[config.mk]
export PLATFORM = sky130hd
export DESIGN_NAME = mcb_ram
export DESIGN_NICKNAME = d
export VERILOG_FILES = /design/src/sv/mcb_ram.sv
export SDC_FILE = /design/constraint.sdc
export NUM_CORES = 2
export LEC_CHECK = 0
export ABC_AREA = 1
export BUFFER_PORTS_ARGS = -buffer_cell sky130_fd_sc_hd__buf_4
export CAP_MARGIN = 20
export CORE_MARGIN = 2
export CORE_UTILIZATION = 45
export DETAILED_ROUTE_END_ITERATION = 12
export GPL_ROUTABILITY_DRIVEN = 0
export SLEW_MARGIN = 5
export SYNTH_ARGS = -nofsm -noshare
export SYNTH_HDL_FRONTEND = slang
export SYNTH_SLANG_ARGS = --single-unit
[constraint.sdc]
create_clock -name clk -period 2.55 [get_ports clk]
set_input_delay 0 -clock clk [delete_from_list [all_inputs] [get_ports clk]]
set_output_delay 0 -clock clk [all_outputs]
set_load 0.1 [all_outputs]
[src/sv/mcb_ram.sv]
// ----------------------------------------------------------------------------
// mcb_ram
// Generic single-clock RAM: one write port, one read port, registered read.
// ----------------------------------------------------------------------------
module mcb_ram #(
  parameter int WIDTH = 8,
  parameter int DEPTH = 256
) (
  input  logic                     clk,
  input  logic                     we,
  input  logic [$clog2(DEPTH)-1:0] waddr,
  input  logic [WIDTH-1:0]         wdata,
  input  logic [$clog2(DEPTH)-1:0] raddr,
  output logic [WIDTH-1:0]         rdata
);

  logic [WIDTH-1:0] mem [DEPTH];

  // Write, then register the read data
  always_ff @(posedge clk) begin
    if (we) begin
      mem[waddr] <= wdata;
    end
    rdata <= mem[raddr];
  end

endmodule

==> impl_metrics.json <==
{
  "required_ns": 3.30,
  "maxSlewHeadroom": 0.358,
  "drc_errors": 0,
  "port_buffers": 33,
  "hold_end": "mem[75][0]",
  "clk_latency_ns": 0.85,
  "cts_buffers": 206,
  "cp.arrival_ns": 3.23,
  "grt_max_degree": 124,
  "instances_no_fill": 9899,
  "die_height_um": 434,
  "start_util": 0.451,
  "crit_path_end_kind": "flip-flop",
  "grt_pass1_wl_mm": 349,
  "grt_use_total": 0.250,
  "clock_path_buffers": 3,
  "min_path_type": "input pin to flip-flop",
  "path_cells": "nand2_1 > nand3_1 > nand3_1 > nand3_1 > nand3_1 > nand3_1 > nand3_1 > nand2_1 > nand2_1 > dlygate4sd3_1 > nand2_1",
  "rsz0062_at_grt": "no",
  "maxCapViolCount": 0,
  "clock-sinks": 2056,
  "internal_power_mw": 55.1,
  "drt_pass1_iterations": 6,
  "crit_type": "flip-flop to flip-flop",
  "min_period_ns": 2.48,
  "syn_avg_cell_area_um2": 11.9,
  "outcome": "finished clean",
  "clkPwrFrac": 0.413,
  "critPathLaunchType": "flip-flop",
  "yosys_warnings": 0,
  "viasPerCell": 5.61,
  "hold_depth": 5,
  "synth_cells": 7003,
  "die_area_um2": 189000,
  "switching_share": 0.230,
  "cts_resized": 0,
  "cts_tree": "done",
  "max_stage_delay_ns": 0.55,
  "power_switching_mw": 16.4,
  "ys_types": 14,
  "fin_crit_sh": 0.974,
  "setup_violations": 0,
  "drive_above_1_share": 0.107,
  "initialDrtViolationCount": 6578,
  "min_from": "waddr[4]",
  "dr_total_vias": 55500,
  "worst_slew_pin_slew_ns": 0.959,
  "htreeDepth": 4,
  "nets": 7269,
  "timing.reg2reg.setup_slack_ns": 0.07,
  "syn_area_um2": 83400,
  "combPwrFrac": 0.066,
  "dp_hpwl_mm": 141,
  "utilization": 0.518,
  "grt_overflow": 0,
  "grt_pass1_vias": 52600,
  "syn2layout_area_growth_pct": 14.7,
  "finalInstanceArea_um2": 95700,
  "r2r_end": "rdata[2]",
  "crit_top_cell": "nand3_1",
  "coreArea_um2": 185000,
  "seqPwrFrac": 0.521,
  "drtAntennaViolNets": 0,
  "io_pins": 34,
  "cts_root_buf": "clkbuf_16",
  "clk_pin_slew_worst_paths_ns": 0.06,
  "final-hold-violation-count": 0,
  "placed_area_um2": 88900,
  "clock_skew_ns": 0.0454,
  "slowest_stage": "dlygate4sd3_1",
  "power.density_nw_per_um2": 748,
  "timing.rr.start": "mem[235][2]",
  "syn_nets": 7029,
  "synth-seq-cells": 2056,
  "ys_seq_area_frac": 0.739,
  "fmax_mhz": 403,
  "dp.cells": 9491,
  "cp_max_fo": 1,
  "r2r_cells": 11,
  "antenna_found_initial": 9,
  "peakVddDrop_mv": 0.731,
  "rows": 158,
  "p_leak_nw": 33.8,
  "die_w_um": 434,
  "drv_slew": 0,
  "hold_slack_ns": 0.0767,
  "wl_per_cell_um": 23.9,
  "tns_ns": 0,
  "wl_mm": 236
}
## final cells by class
class,count,area [µm²]
sequential,2056,61700
multi-input combinational,4425,19200
inverter,39,180
clock inverter,129,1210
clock buffer,250,5340
fill,15800,89200
antenna,5,12.5
timing repair buffer,515,5010
tap,2480,3100
## worst max-delay path, delay by kind of cell, from the launching register on
family | cells | cell delay (ns)
buffers and inverters | 1 | 0.55
and+or+nand+nor | 10 | 1.49
DFF | 1 | 0.36
## cell usage in the layout, fill, tap and decap left out
master and n:
inv_4 1, diode_2 5, bufinv_16 17, clkinv_16 3, inv_16 3, dlygate4sd3_1 24
edfxtp_1 2048, clkinv_2 40, clkinvlp_4 3, nand2_1 2111, dfxtp_1 8, nand2_2 12
clkbuf_16 207, inv_6 4, buf_12 80, inv_2 1, clkinv_1 52, nand3_1 2019
inv_1 34, nor2_1 283, clkinv_8 6, buf_4 400, buf_8 11, inv_8 2
clkinv_4 2, clkbuf_1 43
## routing by layer
| layer | track usage | vias to the layer above | share of wire |
|---|---|---|---|
| met1 | 0.348 | 27300 | 0.41 |
| met5 | 0 | - | 0 |
| met2 | 0.394 | 2399 | 0.47 |
| li1 | - | 25400 | - |
| met3 | 0.0412 | 432 | 0.078 |
| met4 | 0.0963 | 0 | 0.038 |
## through the flow
step / setup slack, ns / total power [mW]
after floorplan: 1.06 / 40.4
after global placement: -0.0862 / 42.6
after detailed placement: -0.120 / 42.6
after CTS: 0.153 / 71.9
after global routing: 0.0933 / 73.5
final: 0.0675 / 71.5
## timing repair
item,4_1_cts,5_1_grt
hold buffers,24,0
endpoints found under the hold margin,2158,0
setup buffers,0,0
## registers in the layout, indices dropped and copies added (netlist names)
signal  flops
rdata       8
mem      2048
## kinds of logic after synthesis
kind of cell,synth area share
flip-flops,0.739
AND/OR/NAND/NOR,0.229
buffers and inverters,0.0312
## worst max-delay path by stage
stage / slack (ns) / endpoint / depth (start not counted) / from
2_1_floorplan: 1.06 / mem[162][0] / 4 / we
3_3_place_gp: -0.09 / rdata[2] / 13 / raddr[0]
3_5_place_dp: -0.12 / rdata[2] / 13 / raddr[0]
4_1_cts: 0.15 / rdata[2] / 11 / mem[229][2]
5_1_grt: 0.09 / rdata[2] / 11 / mem[229][2]
6_report: 0.07 / rdata[2] / 11 / mem[235][2]
## Yosys cell counts
cell	instances	area, µm²
buf_2	268	1340
buf_1	40	150
inv_1	36	135
nand2_1	2123	7970
buf_4	46	345
inv_2	2	7.51
clkbuf_1	112	420
inv_4	1	6.26
nor2_1	283	1060
nand3_1	2019	10100
dfxtp_1	8	160
buf_6	16	180
buf_8	1	15.0
edfxtp_1	2048	61500
## power by group through the flow
stage	Combinational (mW)	Sequential, mW	Clock (mW)
after floorplan	2.30	38.1	0
after global placement	4.59	38.0	0
after detailed placement	4.63	38.0	0
after CTS	4.67	37.3	29.9
after global routing	5.04	37.3	31.2
final	4.70	37.3	29.5
Note: power is estimated with default switching activity, not from simulation.
